--- config.mk ---
export PLATFORM = sky130hd
export DESIGN_NAME = lcd_ctrl
export DESIGN_NICKNAME = d
export VERILOG_FILES = /design/src/rtl/core/lcd_pkg.sv /design/src/rtl/core/lcd_ctrl.sv
export SDC_FILE = /design/constraint.sdc
export NUM_CORES = 1
export LEC_CHECK = 0
export ABC_AREA = 1
export ABC_CLOCK_PERIOD_IN_PS = 1400
export BUFFER_PORTS_ARGS = -buffer_cell sky130_fd_sc_hd__buf_2
export CAP_MARGIN = 0
export CORE_AREA = 2 2 39 41
export CTS_BUF_LIST = sky130_fd_sc_hd__clkbuf_4 sky130_fd_sc_hd__clkbuf_8 sky130_fd_sc_hd__clkbuf_16
export DETAILED_ROUTE_END_ITERATION = 10
export DIE_AREA = 0 0 41 43
export GPL_ROUTABILITY_DRIVEN = 0
export PLACE_DENSITY = 0.44
export SLEW_MARGIN = 30
export SYNTH_ARGS = -nofsm -noshare
export SYNTH_HDL_FRONTEND = slang
export SYNTH_SLANG_ARGS = --single-unit
--- constraint.sdc ---
create_clock -name clock -period 1.4 [get_ports clock]
set_input_delay 0.14 -clock clock [delete_from_list [all_inputs] [get_ports clock]]
set_output_delay 0.14 -clock clock [all_outputs]
set_load 0.1 [all_outputs]
--- src/rtl/core/lcd_pkg.sv ---
// Package for the lock-order cycle detector: field widths, controller states,
// and the command and status structs between controller and datapath.
// Depends on nothing.
package lcd_pkg;

   localparam int LOCK_W      = 6;   // lock index width
   localparam int ROW_W       = 64;  // bits in one predecessor or reach row
   localparam int CNT_W       = 7;   // lock_count register width
   localparam int REQ_TDATA_W = 72;  // target_lock + predecessor_set, byte padded
   localparam int RSP_TDATA_W = 16;  // from_lock + to_lock + closes_cycle, byte padded

   typedef enum logic [2:0] {
      ST_CLEAR,
      ST_IDLE,
      ST_FETCH,
      ST_LOAD,
      ST_PICK,
      ST_SCAN,
      ST_DRAIN
   } state_type;

   typedef struct packed {
      logic clear_wr;  // zero one row of both memories, advance sweep index
      logic accept;    // capture the request
      logic fetch;     // read the target's rows
      logic load;      // capture the target's rows, form the fresh set
      logic pick;      // take the lowest fresh edge, post its result
      logic pred_wr;   // write the target's predecessor row back
      logic scan_rd;   // read the next reach row of the sweep
   } ctl_cmd_type;

   typedef struct packed {
      logic clear_last;
      logic target_ok;
      logic fresh_any;
      logic rsp_free;
      logic scan_last;
   } ctl_status_type;

endpackage

--- src/rtl/core/lcd_ctrl.sv ---
// Controller state machine of the lock-order cycle detector.
// Depends on lcd_pkg for the state enum and the command/status structs.
module lcd_ctrl (
   input  logic                   clock,
   input  logic                   reset,
   input  logic                   req_tvalid,
   output logic                   req_tready,
   input  lcd_pkg::ctl_status_type status,
   output lcd_pkg::ctl_cmd_type    cmd
);

   lcd_pkg::state_type state_ff, state_in;

   always_ff @(posedge clock) begin
      if (reset) begin
         state_ff <= lcd_pkg::ST_CLEAR;
      end else begin
         state_ff <= state_in;
      end
   end

   // next state
   always_comb begin
      state_in = state_ff;
      unique case (state_ff)
         lcd_pkg::ST_CLEAR: begin
            if (status.clear_last) state_in = lcd_pkg::ST_IDLE;
         end
         lcd_pkg::ST_IDLE: begin
            if (req_tvalid) state_in = lcd_pkg::ST_FETCH;
         end
         lcd_pkg::ST_FETCH: begin
            state_in = status.target_ok ? lcd_pkg::ST_LOAD : lcd_pkg::ST_IDLE;
         end
         lcd_pkg::ST_LOAD: begin
            state_in = lcd_pkg::ST_PICK;
         end
         lcd_pkg::ST_PICK: begin
            priority if (!status.fresh_any) state_in = lcd_pkg::ST_IDLE;
            else if (status.rsp_free)       state_in = lcd_pkg::ST_SCAN;
         end
         lcd_pkg::ST_SCAN: begin
            if (status.scan_last) state_in = lcd_pkg::ST_DRAIN;
         end
         lcd_pkg::ST_DRAIN: begin
            state_in = lcd_pkg::ST_PICK;
         end
         default: state_in = lcd_pkg::ST_CLEAR;
      endcase
   end

   // outputs
   always_comb begin
      cmd        = '0;
      req_tready = 1'b0;
      unique case (state_ff)
         lcd_pkg::ST_CLEAR: cmd.clear_wr = 1'b1;
         lcd_pkg::ST_IDLE: begin
            req_tready = 1'b1;
            cmd.accept = req_tvalid;
         end
         lcd_pkg::ST_FETCH: cmd.fetch = status.target_ok;
         lcd_pkg::ST_LOAD:  cmd.load  = 1'b1;
         lcd_pkg::ST_PICK: begin
            cmd.pred_wr = !status.fresh_any;
            cmd.pick    = status.fresh_any && status.rsp_free;
         end
         lcd_pkg::ST_SCAN:  cmd.scan_rd = 1'b1;
         lcd_pkg::ST_DRAIN: cmd = '0;
         default: cmd = '0;
      endcase
   end

endmodule

==> results of run 1 <==
layer usage:
metal,wire [um],share of wire,global-route usage,up-vias
met4,0,0,0,0
met2,320,0.48,0.134,9
li1,-,-,-,170
met5,0,0,0,-
met3,45,0.067,0.0628,0
met1,300,0.45,0.0990,148
logic make-up after synthesis:
family,Yosys count,share of synthesized area
AND/OR/NAND/NOR,21,0.458
AO/OA/AOI/OAI,6,0.153
flip-flops,3,0.236
buffers and inverters,10,0.153
stage by stage:
| stage | hold slack (ps) | setup slack (ps) | TNS, ps |
|---|---|---|---|
| global placement | 332 | 251 | 0 |
| finish | 97.2 | 87.8 | 0 |
| CTS | 90.2 | 6.60 | 0 |
| detailed placement | 334 | 211 | 0 |
| global route | 80.8 | 4.33 | 0 |
| floorplan | 193 | -53.1 | -68.9 |
cell type report:
type | instances | share of cell area
Tap cell | 16 | 0.0357
Timing Repair Buffer | 16 | 0.362
Inverter | 10 | 0.0759
Sequential cell | 3 | 0.123
Clock buffer | 4 | 0.0536
Multi-Input combinational cell | 27 | 0.350
cell usage in the layout, fill, tap and decap left out, drive strengths merged:
master,count
a211oi,1
a21oi,3
buf,16
clkbuf,4
clkinv,1
clkinvlp,1
dfxtp,3
inv,8
nand2,5
nand3,4
nand3b,1
nand4,1
nor2,9
nor3,1
o211ai,1
o21ai,1
synthesized netlist by cell type:
master	count
a211oi_1	1
inv_2	2
nor3_1	1
nand2_1	3
a21oi_2	1
nand3_1	3
nand3b_1	1
nand2_2	2
nor2_1	5
o21ai_0	1
clkinv_2	1
nor2_4	1
nand3_2	1
nand4_1	1
a21oi_1	2
nor2_2	3
o211ai_1	1
dfxtp_1	3
inv_1	7
power by group:
| part | switching, mW | internal, mW |
|---|---|---|
| registers | 0.0243 | 0.0978 |
| logic | 0.235 | 0.133 |
| clock network | 0.0422 | 0.126 |
worst max path at each step:
stage	endpoint	cells after the start	startpoint	slack, ps
floorplan	state_ff[1]	5	state_ff[2]	-50
global placement	cmd[1]	4	state_ff[1]	250
detailed placement	cmd[1]	4	state_ff[1]	210
CTS	cmd[1]	4	state_ff[1]	7
global route	cmd[5]	5	state_ff[0]	4
finish	cmd[1]	4	state_ff[0]	90
timing repair:
| item | CTS | global route |
|---|---|---|
| resized for setup | 1 | 2 |
| endpoints found under the setup margin | 2 | 4 |
| pin swaps | 0 | 1 |
| buffers inserted | 0 | 1 |
==> flow_summary.yaml, run 1 <==
status:
  run_status: "complete, no violations"
worst_setup_path:
  crit_required_ps: 1260
  crit_family: "simple AND/OR/NAND/NOR gates"
  crit_fanout: 6
  r2r_start: "state_ff[0]"
  critPathCaptureType: "output port"
  r2r_end: "state_ff[0]"
  cp_cell_sequence: "nor2_2 > nand2_2 > nor2_4 > buf_12"
  worstSetupPathType: "flop to output port"
  r2r_setup_slack_ps: 330
  slowest_delay_ps: 360
  setup.worst_path.start_class: "flop"
  cp_slowest_cell: "dfxtp_4"
  arrival_ps: 1170
  r2r_cells: 6
  path_buf_inv: 1
drt:
  drt-pass1-iter-count: 3
  drt-total-wl_um: 667
  num_vias: 327
  drc_errors: 0
  routed_via_density: 4.30
  antenna_left: 0
  wl_per_cell_um: 8.78
  drt_iter0_drc: 6
placed_design:
  place_hpwl_um: 584
  dp.cells: 71
  port_buffers: 15
  placed_cell_area_um2: 514
logic_synthesis:
  syn_area_um2: 254
  synth_top_cell_by_area: "dfxtp_1"
  syn_inst: 40
  yosys_warnings: 0
  synth-seq-cells: 3
  synth_area_leaders: "dfxtp_1 (24%), inv_1 (10%), nor2_1 (7.4%)"
  synth.distinct_cells: 19
  synth.top_cell.area_share: 0.236
  syn_avg_cell_area_um2: 6.35
  syn-num-nets: 48
  ys_seq_area_frac: 0.236
cts:
  cts_num_sinks: 3
  htree_levels: 1
  cts_tree: "yes"
  postCtsHoldBufs: 0
  clockBufferDepth: 2
  path_clk_slew_ps: 30
  cts_buffers: 3
  clock_latency_ps: 230
  root_buffer: "clkbuf_4"
die:
  core-area_mm2: 0.00138
  die_area_mm2: 0.00176
  std_cell_rows: 14
  die_x_um: 41
  die_h_um: 43
  initial_core_util: 0.184
  ios: 16
timing:
  worst_pin_slew_ps: 186
  hold_violations: 0
  rsz0062_at_grt: "no"
  clock_skew_ps: 1.32
  min_period_ps: 1310
  finalMaxSlewViolations: 0
  relSlewSlack: 0.876
  setup_viol: 0
  post-route-period-util: 0.937
  max_freq_mhz: 762
job:
  drv_cap: 0
finish:
  fin_util: 0.405
  finalNonFillerCells: 76
  regMostFlops: "state_ff"
  multi_input_area_um2: 196
  stdcell_area_um2: 561
  syn_to_final_growth_pct: 121
  fillers: 149
  largest_register_ff_count: 3
  drive_gt1_frac: 0.667
  n_antenna_cell: 0
  nets: 69
  top_regs: "state_ff: 3 flops"
  ff_latch_area_um2: 68.8
grt:
  grt-ovfl-total: 0
  grt_pass1_wl_um: 1010
  grt_max_degree: 8
  grt_pass1_vias: 263
  antenna_found_initial: 0
  grt_usage: 0.0862
power:
  ir_worst_vdd_mv: 0.595
  leakage_nw: 0.242
  cellPowerDensity_mw_per_mm2: 1170
  power.total_uw: 658
hold_path:
  holdPathEnd: "state_ff[0]"
  hold_start: "reset"
  hold_path.class: "primary input to flop"
  hold_depth: 2
Note: power is estimated with default switching activity, not from simulation.
==> run 2: changes to the inputs <==
--- a/config.mk
+++ b/config.mk
@@ -10,3 +10,3 @@
 export BUFFER_PORTS_ARGS = -buffer_cell sky130_fd_sc_hd__buf_2
-export CAP_MARGIN = 0
+export CAP_MARGIN = 30
 export CORE_AREA = 2 2 39 41
==> constraint.sdc (replaced) <==
create_clock -name clock -period 1.4 [get_ports clock]
set_input_delay 0.28 -clock clock [delete_from_list [all_inputs] [get_ports clock]]
set_output_delay 0.28 -clock clock [all_outputs]
set_load 0.1 [all_outputs]
==> run 2 against run 1 <==
Effect of this change: the flow now finishes with violations (setup timing); sequential power hardly changed; power rose by 10%; global-route usage rose by 2.8 points; non-clock buffer count rose by 11; critical path depth grew 1; clock skew is 6.6 ps higher; worst setup slack got worse by 110 ps; clock power about the same; sequential share of layout area fell by 1.6 points; fmax is 7.8% lower.
==> flow_summary.yaml, run 2 (same netlist as run 1, synthesis figures left out) <==
timing:
  clock_skew_ps: 7.95
  max_freq_mhz: 702
  rsz0062_at_grt: "yes"
  min_period_ps: 1420
  hold_ws_ps: 247
  finalMaxSlewViolations: 0
  post-route-period-util: 1.02
  setup_viol: 3
  relSlewSlack: 0.885
  hold_violations: 0
  fin_ws_ps: -23.7
  worst_pin_slew_ps: 172
worst_setup_path:
  setup.worst_path.start_class: "flop"
  r2r_cells: 6
  r2r_start: "state_ff[2]"
  path_buf_inv: 2
  crit_required_ps: 1120
  critPathCaptureType: "output port"
  cp_cell_sequence: "inv_4 > nor2_4 > nand2_2 > nor2_4 > buf_12"
  arrival_ps: 1140
  crit_family: "flip-flops"
  r2r_end: "state_ff[1]"
  critical_path.most_common_cell: "nor2_4"
  slowest_delay_ps: 380
  r2r_setup_slack_ps: 220
  cp_slowest_cell: "dfxtp_4"
  worstSetupPathType: "flop to output port"
  crit_fanout: 5
cts:
  cts_tree: "yes"
  cts_num_sinks: 3
  root_buffer: "clkbuf_4"
  clockBufferDepth: 2
  cts_buffers: 3
  htree_levels: 1
  clock_latency_ps: 230
  path_clk_slew_ps: 30
hold_path:
  holdPathEnd: "state_ff[0]"
  hold_start: "reset"
  hold_depth: 2
  hold_path.class: "primary input to flop"
finish:
  syn_to_final_growth_pct: 163
  n_antenna_cell: 0
  nets: 80
  regMostFlops: "state_ff"
  largest_register_ff_count: 3
  final_cell_mix: "buf_4 (11), buf_12 (8), buf_2 (7), nor2_4 (6)"
  top_regs: "state_ff: 3 flops"
  final_common_cell: "buf_4"
  stdcell_area_um2: 668
  drive_gt1_frac: 0.746
status:
  run_status: "finished, violations left"
  violations: "setup timing"
placed_design:
  place_hpwl_um: 589
  port_buffers: 15
  pre_cts_ws_ps: 82.8
  placed_cell_area_um2: 518
drt:
  num_vias: 370
  drt-total-wl_um: 865
  antenna_left: 0
  wl_per_cell_um: 9.94
  drt_iter0_drc: 5
  routed_via_density: 4.25
  drc_errors: 0
  drt-pass1-iter-count: 4
grt:
  grt_pass1_vias: 340
  grt-busiest-layer: "met2"
  grt_max_degree: 8
  grt-ovfl-total: 0
  grtUsageMet3: 0.0419
  grt_pass1_wl_um: 1340
  antenna_found_initial: 0
  grt_usage: 0.114
  met1_usage: 0.134
  grt_use_met2: 0.163
power:
  seqPwrFrac: 0.170
  ir_worst_vdd_mv: 0.536
  switchingPower_uw: 325
  cellPowerDensity_mw_per_mm2: 1090
  p_clk_frac: 0.231
  leakage_nw: 0.292
  power.internal_uw: 402
  switching_share: 0.447
  comb_power_share: 0.599
die:
  initial_core_util: 0.184
  die_area_mm2: 0.00176
  std_cell_rows: 14
  ios: 16
  core-area_mm2: 0.00138
  die_x_um: 41
  die_h_um: 43
job:
  drv_cap: 0
## run 2: per-layer routing
metal / share of wire / up-vias / wire length [um]
met5: 0 / - / 0
met4: 0.013 / 0 / 11
met3: 0.082 / 2 / 71
met2: 0.53 / 11 / 459
met1: 0.37 / 169 / 323
li1: - / 188 / -
## run 2: final cells by class
cell class,count,area (um2)
Clock buffer,4,30.0
Sequential cell,3,71.3
Timing Repair Buffer,27,289
Fill cell,130,716
Multi-Input combinational cell,27,206
Tap cell,16,20.0
Inverter,10,51.3
## run 2: stage by stage
step	instances	total power [mW]	TNS (ps)	util
2_1_floorplan	40	0.358	-152	-
3_3_place_gp	71	0.478	0	0.374
3_5_place_dp	71	0.479	0	0.374
4_1_cts	82	0.702	-96.2	0.453
5_1_grt	87	0.767	-354	0.483
6_report	87	0.727	-42.8	0.483
## run 2: worst register-to-register path, delay by kind of cell, from the launching register on
kind / cells / cell delay [ps]
and+or+nand+nor: 2 / 180
buffers and inverters: 3 / 330
AOI/OAI and AO/OA: 1 / 160
DFF: 1 / 390
## run 2: timing repair
item | CTS | global route
resized for setup | 9 | 1
setup buffers | 7 | 5
hold buffers | 0 | 0
gates cloned | 0 | 0
pin swaps | 7 | 3
setup endpoints to repair | 7 | 8
## run 2: how the worst max path moves through the flow
stage                      startpoint          end  slack [ps]  cells after the start
after floorplan           state_ff[2]  state_ff[1]         -50                      5
after global placement    state_ff[1]       cmd[1]         130                      4
after detailed placement  state_ff[1]       cmd[1]          80                      4
after CTS                 state_ff[0]       cmd[5]         -30                      5
after global routing      state_ff[0]       cmd[5]         -90                      5
final                     state_ff[0]       cmd[5]         -20                      5
## run 2: power groups by stage
stage	logic, mW	clock network, mW	registers [mW]
after CTS	0.405	0.173	0.123
after detailed placement	0.358	0	0.121
final	0.435	0.168	0.124
after floorplan	0.241	0	0.117
after global placement	0.358	0	0.120
after global routing	0.459	0.182	0.126
==> run 3: changes to the inputs <==
- SKIP_LAST_GASP: default -> 1
- TNS_END_PERCENT: default -> 1
==> run 3 against run 2 <==
Effect of this change: non-clock buffer count is 12 lower; the run still ends with setup timing left; hold slack worse by 3.3 ps; die area stayed put; first-iteration DRC count is 20% higher; clock power hardly changed; largest power group unchanged; critical path type unchanged; cell area is 16% lower; flip-flop and latch count stayed put.
==> flow_summary.yaml, run 3 (same netlist as run 1, synthesis figures left out) <==
power:
  cellPowerDensity_mw_per_mm2: 1170
  leakage_nw: 0.229
  ir_worst_vdd_mv: 0.614
worst_setup_path:
  setup.worst_path.start_class: "flop"
  cp_cell_sequence: "inv_2 > nor2_4 > nand2_2 > nor2_4 > buf_12"
  worstSetupPathType: "flop to output port"
  slowest_delay_ps: 400
  crit_family: "flip-flops"
  crit_required_ps: 1120
  critical_path.most_common_cell: "nor2_4"
  r2r_start: "state_ff[0]"
  cp_slowest_cell: "dfxtp_4"
  path_buf_inv: 2
  arrival_ps: 1170
  crit_fanout: 6
  startpoint: "state_ff[0]"
  critPathCaptureType: "output port"
cts:
  path_clk_slew_ps: 30
  cts_num_sinks: 3
  cts_buffers: 3
  clock_latency_ps: 230
  root_buffer: "clkbuf_4"
  cts_tree: "yes"
  clockBufferDepth: 2
  htree_levels: 1
timing:
  relSlewSlack: 0.852
  max_freq_mhz: 689
  finalMaxSlewViolations: 0
  hold_violations: 0
  hold_ws_ps: 244
  fin_ws_ps: -51.2
  setup_viol: 6
  rsz0062_at_grt: "yes"
  post-route-period-util: 1.04
  clock_skew_ps: 0.767
  min_period_ps: 1450
  worst_pin_slew_ps: 221
finish:
  nets: 68
  regMostFlops: "state_ff"
  ff_latch_area_um2: 68.8
  syn_to_final_growth_pct: 121
  n_antenna_cell: 0
  fillers: 148
  final_common_cell: "buf_12"
  drive_gt1_frac: 0.678
  largest_register_ff_count: 3
  top_regs: "state_ff: 3 flops"
  multi_input_area_um2: 201
  final_cell_mix: "buf_12 (8), buf_2 (7), nor2_4 (6), inv_1 (5), clkbuf_4 (4)"
grt:
  grt_pass1_wl_um: 1160
  grt_max_degree: 8
  grt-ovfl-total: 0
  antenna_found_initial: 0
  grt_pass1_vias: 293
  grt_usage: 0.0951
die:
  die_h_um: 43
  initial_core_util: 0.184
  std_cell_rows: 14
  die_x_um: 41
  core-area_mm2: 0.00138
  ios: 16
  die_area_mm2: 0.00176
drt:
  drt_iter0_drc: 6
  drt-pass1-iter-count: 2
  antenna_left: 0
  drc_errors: 0
  num_vias: 311
  wl_per_cell_um: 9.35
  routed_via_density: 4.15
  drt-total-wl_um: 701
status:
  violations: "setup timing"
  run_status: "finished, violations left"
placed_design:
  place_hpwl_um: 591
  port_buffers: 15
  pre_cts_ws_ps: 80.7
hold_path:
  hold_start: "reset"
  hold_path.class: "primary input to flop"
job:
  drv_cap: 0
[run 3: cell types whose count changed in the layout (fill, tap and decap cells not counted), sizes merged]
cell and change:
buf -12
[run 3: final cells by class]
cell class,instances,area share
clock buffer,4,0.0535
inverter,10,0.0824
multi-input combinational,27,0.359
sequential,3,0.122
tap,16,0.0356
timing repair buffer,15,0.347
[run 3: path summary, 6_finish.rpt]
kind,to,slack [ps],cells after the start
setup reg to reg,state_ff[1],310,5
hold reg to reg,state_ff[2],550,2
setup / recovery,cmd[5],-50,5
hold / removal,state_ff[0],240,2
[run 3: layer usage]
metal | vias to the layer above | wire (um) | track usage
li1 | 166 | - | -
met1 | 137 | 317 | 0.137
met2 | 8 | 355 | 0.125
met3 | 0 | 28 | 0.0157
met4 | 0 | 0 | 0.0600
met5 | - | 0 | 0
[run 3: through the flow]
stage / setup TNS [ps] / std cells / total power, mW / util / instance area (um2)
floorplan: -152 / 40 / 0.358 / - / 303
global placement: 0 / 71 / 0.478 / 0.374 / 518
detailed placement: 0 / 71 / 0.479 / 0.374 / 518
CTS: -276 / 75 / 0.669 / 0.406 / 562
global route: -658 / 75 / 0.694 / 0.406 / 562
finish: -198 / 75 / 0.658 / 0.406 / 562
[run 3: worst reg2reg max path: cells and delay by family, from the launching register on]
family | cells | cell delay [ps]
AOI/OAI and AO/OA | 1 | 190
and+or+nand+nor | 2 | 180
DFF | 1 | 400
buffers and inverters | 2 | 200
[run 3: report_power, final]
group | total (mW) | internal (mW) | switching (mW)
clock | 0.169 | 0.126 | 0.0435
combinational | 0.362 | 0.129 | 0.233
sequential | 0.126 | 0.0979 | 0.0282
[run 3: repair_timing]
item                       4_1_cts  5_1_grt
pin swaps                        1        0
setup buffers                    0        0
gates resized for setup          4        0
setup endpoints to repair        7        7
hold buffers                     0        0
